## config.mk

```make
export PLATFORM = sky130hd
export DESIGN_NAME = srksc_seq
export DESIGN_NICKNAME = d
export VERILOG_FILES = /design/src/rtl/core/substitution_running_key_shift_cipher_macros.svh /design/src/rtl/core/srksc_pkg.sv /design/src/rtl/core/srksc_seq.sv
export SDC_FILE = /design/constraint.sdc
export NUM_CORES = 1
export LEC_CHECK = 0
export BUFFER_PORTS_ARGS = -buffer_cell sky130_fd_sc_hd__buf_2
export CORE_AREA = 2 2 39 41
export CTS_CLUSTER_DIAMETER = 120
export CTS_CLUSTER_SIZE = 30
export DETAILED_ROUTE_END_ITERATION = 16
export DIE_AREA = 0 0 41 43
export PLACE_DENSITY = 0.51
export REMOVE_ABC_BUFFERS = 1
export SLEW_MARGIN = 20
export SYNTH_ARGS = -nofsm -noshare
export SYNTH_HDL_FRONTEND = slang
export SYNTH_SLANG_ARGS = --single-unit
```

## constraint.sdc

```tcl
create_clock -name clk -period 2 [get_ports clk]
set_clock_uncertainty 0.05 [all_clocks]
set_input_delay 0.2 -clock clk [delete_from_list [all_inputs] [get_ports clk]]
set_output_delay 0.2 -clock clk [all_outputs]
set_load 0.05 [all_outputs]
```

## src/rtl/core/substitution_running_key_shift_cipher_macros.svh

```systemverilog
// Assertion macros for the substitution running-key shift cipher.
`ifndef SUBSTITUTION_RUNNING_KEY_SHIFT_CIPHER_MACROS_SVH
`define SUBSTITUTION_RUNNING_KEY_SHIFT_CIPHER_MACROS_SVH

`ifndef SYNTHESIS

// The consequent holds in the same cycle as the antecedent.
`define SRKSC_ASSERT_SAME(label, clk, rst_n, ante, cons) \
    label: assert property (@(posedge clk) disable iff (!rst_n) (ante) |-> (cons)) \
        else $error("srksc: same-cycle check failed");

// The consequent holds in the cycle after the antecedent.
`define SRKSC_ASSERT_NEXT(label, clk, rst_n, ante, cons) \
    label: assert property (@(posedge clk) disable iff (!rst_n) (ante) |=> (cons)) \
        else $error("srksc: next-cycle check failed");

`else

`define SRKSC_ASSERT_SAME(label, clk, rst_n, ante, cons)
`define SRKSC_ASSERT_NEXT(label, clk, rst_n, ante, cons)

`endif

`endif

```

## src/rtl/core/srksc_pkg.sv

```systemverilog
// Shared types, codes and the microcode table of the substitution running-key shift cipher.
package srksc_pkg;

    localparam int KEY_LEN_W = 11;
    localparam int CFG_DATA_W = 11;
    localparam int CFG_IDX_W = 2;
    localparam int DIV_STEPS = 9;
    localparam int CNT_W = 4;

    localparam logic [1:0] REQ_ENCRYPT  = 2'd0;
    localparam logic [1:0] REQ_LOAD_MAP = 2'd1;
    localparam logic [1:0] REQ_LOAD_KEY = 2'd2;

    localparam logic [CFG_IDX_W-1:0] CFG_RANGE_LOW  = 2'd0;
    localparam logic [CFG_IDX_W-1:0] CFG_RANGE_HIGH = 2'd1;
    localparam logic [CFG_IDX_W-1:0] CFG_KEY_LENGTH = 2'd2;

    typedef struct packed {
        logic [1:0] req_type;
        logic [7:0] data_byte;
        logic [7:0] map_value;
        logic [9:0] key_slot;
        logic [6:0] key_value;
        logic       last_in;
    } in_payload_t;

    typedef struct packed {
        logic [7:0] out_byte;
        logic       key_used;
        logic       last_out;
    } out_payload_t;

    typedef logic [2:0] step_t;

    localparam step_t STEP_FETCH  = 3'd0;
    localparam step_t STEP_DECODE = 3'd1;
    localparam step_t STEP_MAP    = 3'd2;
    localparam step_t STEP_DIV    = 3'd3;
    localparam step_t STEP_EMIT   = 3'd4;

    typedef enum logic [2:0] {
        COND_NEVER,
        COND_ALWAYS,
        COND_NO_INPUT,
        COND_NOT_ENCRYPT,
        COND_OUT_RANGE,
        COND_DIV_BUSY,
        COND_OUT_FULL
    } cond_t;

    typedef struct packed {
        logic ld_in;
        logic mem_op;
        logic ld_sub;
        logic div_step;
        logic emit;
    } ctl_t;

    typedef struct packed {
        logic not_encrypt;
        logic out_range;
        logic div_busy;
        logic out_full;
    } stat_t;

    typedef struct packed {
        ctl_t  act;
        cond_t wait_on;
        cond_t br_on;
        step_t br_to;
    } uword_t;

    // A step stays put while its wait condition holds, then branches or falls through.
    function automatic uword_t ucode(input step_t s);
        uword_t w;
        begin
            w = '{act: '0, wait_on: COND_NEVER, br_on: COND_ALWAYS, br_to: STEP_FETCH};
            unique case (s)
                STEP_FETCH:
                begin
                    w.act.ld_in = 1'b1;
                    w.wait_on   = COND_NO_INPUT;
                    w.br_on     = COND_NEVER;
                end
                STEP_DECODE:
                begin
                    w.act.mem_op = 1'b1;
                    w.br_on      = COND_NOT_ENCRYPT;
                    w.br_to      = STEP_FETCH;
                end
                STEP_MAP:
                begin
                    w.act.ld_sub = 1'b1;
                    w.br_on      = COND_OUT_RANGE;
                    w.br_to      = STEP_EMIT;
                end
                STEP_DIV:
                begin
                    w.act.div_step = 1'b1;
                    w.wait_on      = COND_DIV_BUSY;
                    w.br_on        = COND_NEVER;
                end
                STEP_EMIT:
                begin
                    w.act.emit = 1'b1;
                    w.wait_on  = COND_OUT_FULL;
                    w.br_on    = COND_ALWAYS;
                    w.br_to    = STEP_FETCH;
                end
                default:
                begin
                    w.br_on = COND_ALWAYS;
                    w.br_to = STEP_FETCH;
                end
            endcase
            return w;
        end
    endfunction

endpackage

```

## src/rtl/core/srksc_seq.sv

```systemverilog
// Microcode sequencer: step counter, control table lookup and branch conditions.
module srksc_seq (
    input  logic             clk,
    input  logic             rst_n,
    input  logic             in_valid,
    input  srksc_pkg::stat_t stat,
    output srksc_pkg::ctl_t  ctl
);

    srksc_pkg::step_t  step_reg;
    srksc_pkg::step_t  step_next;
    srksc_pkg::uword_t uw;

    function automatic logic cond_hit(input srksc_pkg::cond_t c, input srksc_pkg::stat_t s,
                                      input logic v);
        logic hit;
        begin
            unique case (c)
                srksc_pkg::COND_NEVER:       hit = 1'b0;
                srksc_pkg::COND_ALWAYS:      hit = 1'b1;
                srksc_pkg::COND_NO_INPUT:    hit = !v;
                srksc_pkg::COND_NOT_ENCRYPT: hit = s.not_encrypt;
                srksc_pkg::COND_OUT_RANGE:   hit = s.out_range;
                srksc_pkg::COND_DIV_BUSY:    hit = s.div_busy;
                srksc_pkg::COND_OUT_FULL:    hit = s.out_full;
                default:                     hit = 1'b0;
            endcase
            return hit;
        end
    endfunction

    always_comb
    begin
        uw  = srksc_pkg::ucode(step_reg);
        ctl = uw.act;
        if (cond_hit(uw.wait_on, stat, in_valid))
        begin
            step_next = step_reg;
        end
        else if (cond_hit(uw.br_on, stat, in_valid))
        begin
            step_next = uw.br_to;
        end
        else
        begin
            step_next = step_reg + srksc_pkg::step_t'(1);
        end
    end

    always_ff @(posedge clk or negedge rst_n)
    begin
        if (!rst_n)
        begin
            step_reg <= srksc_pkg::STEP_FETCH;
        end
        else
        begin
            step_reg <= step_next;
        end
    end

endmodule

```

Word level (Yosys, flattened, before mapping). Cells that the tools add are included.

Bits in registers: 3. Input port bits: 7. Output and inout bits: 5.

$add $sub $neg: 1. Equality and inequality tests: 16. Muxes and demuxes: 12. Reductions and logical operators: 3.

Operator list (number): $eq A3 B3 Y1 const B (7); $eq A3 B2 Y1 const B (6); $pmux W3 S3 (2); $pmux W1 S6 (2); $eq A3 B1 Y1 const B (3); $mux W1 (6); $mux W3 (2); $add A3 B1 Y3 const B (1); $logic_not A3 Y1 (1); $reduce_or A2 Y1 (1); $logic_not A1 Y1 (1).

Depth between registers and ports, before layout.
Depth in word-level cells: 7. Mapped depth: 9. Mapped depth without buffers: 9.

Least setup slack after synthesis. No wires, ideal clock.

Path kind: register to register. Start: register step_reg[0]. End: register step_reg[0]. Library setup time: 125 ps. Arrival time: 1913 ps. Required time: 1825 ps. Slack: -88 ps. Stages on the path, launching flop included: 6. Buffers on the path: 0. Cells stage by stage: dfrtp_1 -> ha_1 -> ha_1 -> or2b_1 -> o22ai_2 -> mux2_2.

Longest elaborated chain between the ends: 7. Elaborated cells between the ends (all ways): 25.

Ends and longest elaborated chain: start, declared (line srksc_seq.sv:10) `srksc_pkg::step_t step_reg;`; start signal, assigned (line srksc_seq.sv:54) `step_reg <= srksc_pkg::STEP_FETCH;`; start signal, assigned (line srksc_seq.sv:58) `step_reg <= step_next;`; $eq A3 B2 Y1 or $logic_not A3 Y1 (tied branches) (line srksc_pkg.sv:78) `unique case (s)`; $reduce_or A2 Y1 (no line); $pmux W3 S3 (line srksc_pkg.sv:78); $eq A3 B3 Y1, or another cell as far along (line srksc_seq.sv:18) `unique case (c)`; $pmux W1 S6 (line srksc_seq.sv:18); $mux W1 (line srksc_seq.sv:36) `if (cond_hit(uw.wait_on, stat, in_valid))`; $mux W3 (line srksc_seq.sv:40) `else if (cond_hit(uw.br_on, stat, in_valid))`.

Several ways; a longest one is shown, not always the timed one. The select of a mux whose other input is x is not followed. A chain may end at the register's enable or synchronous reset.

Worst setup path in the final report.
Start: register step_reg[0]. End: register step_reg[2].

Same word-level chain as after synthesis.

==> qor.csv <==
stage,metric,value,unit
finish,number of filler instances in the final layout,149,
setup_path,register-to-register setup slack,0.16,ns
global_route,largest net degree at the start of global routing,7,
global_route,GR Util All Layers,0.0837,
cts,"Clk Latency, worst-skew pair",0.23,ns
global_route,number of global-route vias before repair,268,
timing,Final Hold Viols,0,
cts,clk sink count,3,
cts,CTS root buf,sky130_fd_sc_hd__clkbuf_4,
finish,Layout area overhead,38.4,%
cts,clock tree from TritonCTS,done,
floorplanning,number of I/O pins,12,
finish,layout net count,70,
synthesis,Unique masters post-synth,20,
hold_path,type of the worst min-delay path,input pin to asynchronous set/reset pin,
synthesis,average cell area after synthesis,10.2,um^2
finish,final std cells w/o fill,71,
finish,most used cells in the layout excluding fill and tap cells,"11 x sky130_fd_sc_hd__buf_2, 6 x sky130_fd_sc_hd__ha_1, 4 x sky130_fd_sc_hd__inv_1",
floorplanning,Chip Width,41,um
run,maxcap violations,0,
setup_path,Worst Reg2Reg Path Length in Cells,9,
floorplanning,Rows,14,
timing,share of the clock period used by the worst path,0.918,
detailed_routing,routed wire length,643,um
timing,Post-Route Hold Slack,0.239,ns
timing,Final Setup Violations,0,
placement,DP Wirelength,537,um
setup_path,source of the critical timing path,step_reg[0]$_DFFE_PN0N_,
global_route,global-route wire length before repair,986,um
setup_path,critical path start-end classification,flip-flop to flip-flop,
detailed_routing,DRC violation total after the first TritonRoute iteration,1,
synthesis,number of register bits inferred by synthesis,3,
setup_path,"Req. time, crit path",2.10,ns
timing,shortest period the worst path allows,1.84,ns
timing,Worst Max-Slew Pin Slew,0.243,ns
synthesis,cell area after technology mapping,368,um^2
finish,footprint of the flip-flops and latches,75.1,um^2
run_status,result of the run,finished clean,
floorplanning,starting utilization of the core area,0.266,
synthesis,yosys synthesis warning count,0,
detailed_routing,Pre-Repair DR Iteration Count,2,
floorplanning,Core Box Area,0.00138,mm^2
timing,remaining max-slew budget at the tightest pin,0.838,
placement,placed cells,65,
global_route,GR Overflow Total,0,
cts,number of H-tree levels,1,
floorplanning,Chip Height,43,um
power_and_ir_drop,VDD IR-drop max,0.592,mV
detailed_routing,wire length per cell after detailed routing,9.06,um
finish,layout cells sized above 1,0.545,
setup_path,capture point of the worst path,step_reg[2]$_DFFE_PN0N_,
finish,multi-input gate area in the final layout,275,um^2
setup_path,category of the worst setup path launch point,flip-flop,
power_and_ir_drop,power per standard cell area,1720,mW/mm^2
setup_path,destination of the worst register-to-register timing path,step_reg[2]$_DFFE_PN0N_,
cts,Clock Pin Slew Worst Setup and Hold Paths,0.04,ns
detailed_routing,routed via count divided by cell count,4.27,
cts,Inserted Clock Buffers,3,
timing,peak clock frequency supported by timing,545,MHz
timing,setup repair after global routing missed its margin,no,
detailed_routing,total number of vias,303,
finish,number of antenna diodes,0,
synthesis,sequential area share after synthesis,0.204,
floorplanning,area enclosed by the die boundary,0.00176,mm^2
power_and_ir_drop,leakage,0.000266,uW
timing,max-slew violation count,0,
synthesis,Gate Count Post-Synth,36,
detailed_routing,number of DRC violations after detailed routing,0,
finish,"most common cell after layout, fill and taps aside",sky130_fd_sc_hd__buf_2,
setup_path,worst r2r src,step_reg[0]$_DFFE_PN0N_,
cts,buffer depth of the longest clock path,2,
setup_path,Critical Path Sink Type,flip-flop,
setup_path,CP max FO,5,
placement,routability congestion estimate from global placement,0.623,
finish,number of flip-flops in the largest register,3,
setup_path,worst endpoint data arrival time,1.94,ns
detailed_routing,count of nets left with antenna violations after detail routing,0,
global_route,number of antenna violations at the first check in global routing,0,
placement,# port buffers,11,
[synth_stat cells]
cell / instances / area [um^2]
sky130_fd_sc_hd__ha_1: 7 / 87.6
sky130_fd_sc_hd__a21oi_1: 1 / 5.00
sky130_fd_sc_hd__mux2_2: 2 / 22.5
sky130_fd_sc_hd__inv_4: 1 / 6.26
sky130_fd_sc_hd__mux2i_1: 2 / 20.0
sky130_fd_sc_hd__o32ai_4: 1 / 27.5
sky130_fd_sc_hd__inv_1: 4 / 15.0
sky130_fd_sc_hd__o32a_2: 1 / 11.3
sky130_fd_sc_hd__o21ba_2: 1 / 10.0
sky130_fd_sc_hd__o22ai_2: 1 / 12.5
sky130_fd_sc_hd__nand2_1: 1 / 3.75
sky130_fd_sc_hd__inv_2: 1 / 3.75
sky130_fd_sc_hd__and2_2: 1 / 7.51
sky130_fd_sc_hd__nor2_1: 3 / 11.3
sky130_fd_sc_hd__and2b_2: 1 / 8.76
sky130_fd_sc_hd__nand2b_1: 1 / 6.26
sky130_fd_sc_hd__or2b_1: 2 / 15.0
sky130_fd_sc_hd__a22oi_1: 1 / 7.51
sky130_fd_sc_hd__dfrtp_1: 3 / 75.1
sky130_fd_sc_hd__nand2_4: 1 / 11.3
[metrics by stage]
| step | instance area, um^2 | util | TNS [ns] | power [uW] | worst slack [ns] |
|---|---|---|---|---|---|
| after floorplan | 368 | - | -0.177 | 638 | -0.0878 |
| after detailed placement | 458 | 0.331 | 0 | 757 | 0.0150 |
| after global routing | 509 | 0.368 | 0 | 951 | 0.00342 |
| after CTS | 494 | 0.357 | 0 | 871 | 0.00630 |
| final | 509 | 0.368 | 0 | 874 | 0.164 |
| after global placement | 458 | 0.331 | 0 | 749 | 0.0372 |
[cell families (layout without fill, tap and decap cells)]
family / Yosys count / after routing / synth area share
compound gates: 6 / 6 / 0.201
buf+inv: 6 / 25 / 0.0680
mux: 4 / 4 / 0.116
simple gates: 10 / 10 / 0.173
fa+ha+maj: 7 / 7 / 0.238
flops: 3 / 3 / 0.204
[layer usage]
layer | track usage | up-vias | wire length (um)
met2 | 0.116 | 9 | 317
met1 | 0.111 | 135 | 293
li1 | - | 159 | -
met5 | 0 | - | 0
met4 | 0.0800 | 0 | 0
met3 | 0 | 0 | 31
[worst max-delay path, cell delays in order, from the launching register on]
cell and delay [ns]:
sky130_fd_sc_hd__dfrtp_1 0.40, sky130_fd_sc_hd__inv_1 0.09, sky130_fd_sc_hd__ha_2 0.20, sky130_fd_sc_hd__nand2_4 0.08
sky130_fd_sc_hd__inv_4 0.04, sky130_fd_sc_hd__ha_1 0.19, sky130_fd_sc_hd__a22oi_2 0.25, sky130_fd_sc_hd__o32ai_4 0.13
sky130_fd_sc_hd__o32a_2 0.20, sky130_fd_sc_hd__mux2i_1 0.12
[report_power, final]
group	leakage (uW)	internal [uW]	switching, uW
clock network	0.0000150	74.7	29.9
registers	0.0000385	87.2	24.4
logic	0.000213	282	376
total	0.000266	444	430
[how the worst min path moves through the flow]
stage          startpoint                      end  slack (ns)  depth (start not counted)
3_3_place_gp        rst_n  step_reg[2]$_DFFE_PN0N_       -0.05                          1
2_1_floorplan       rst_n  step_reg[0]$_DFFE_PN0N_       -0.15                          0
6_report            rst_n  step_reg[2]$_DFFE_PN0N_        0.24                          2
3_5_place_dp        rst_n  step_reg[2]$_DFFE_PN0N_       -0.05                          1
4_1_cts             rst_n  step_reg[2]$_DFFE_PN0N_        0.22                          2
5_1_grt             rst_n  step_reg[2]$_DFFE_PN0N_        0.26                          2
[repair_timing]
item                                    in CTS  in global routing
gates resized for setup                      0                  2
endpoints found under the hold margin        3                  0
hold buffers                                 1                  0
buffers inserted                             0                  1
endpoints found under the setup margin       0                  3
[cell type report]
class	count	area share
Inverter	6	0.0491
Sequential cell	3	0.147
Timing Repair Buffer	15	0.172
Multi-Input combinational cell	27	0.541
Clock buffer	4	0.0516
Tap cell	16	0.0393
Power figures use the tool's default switching activity.
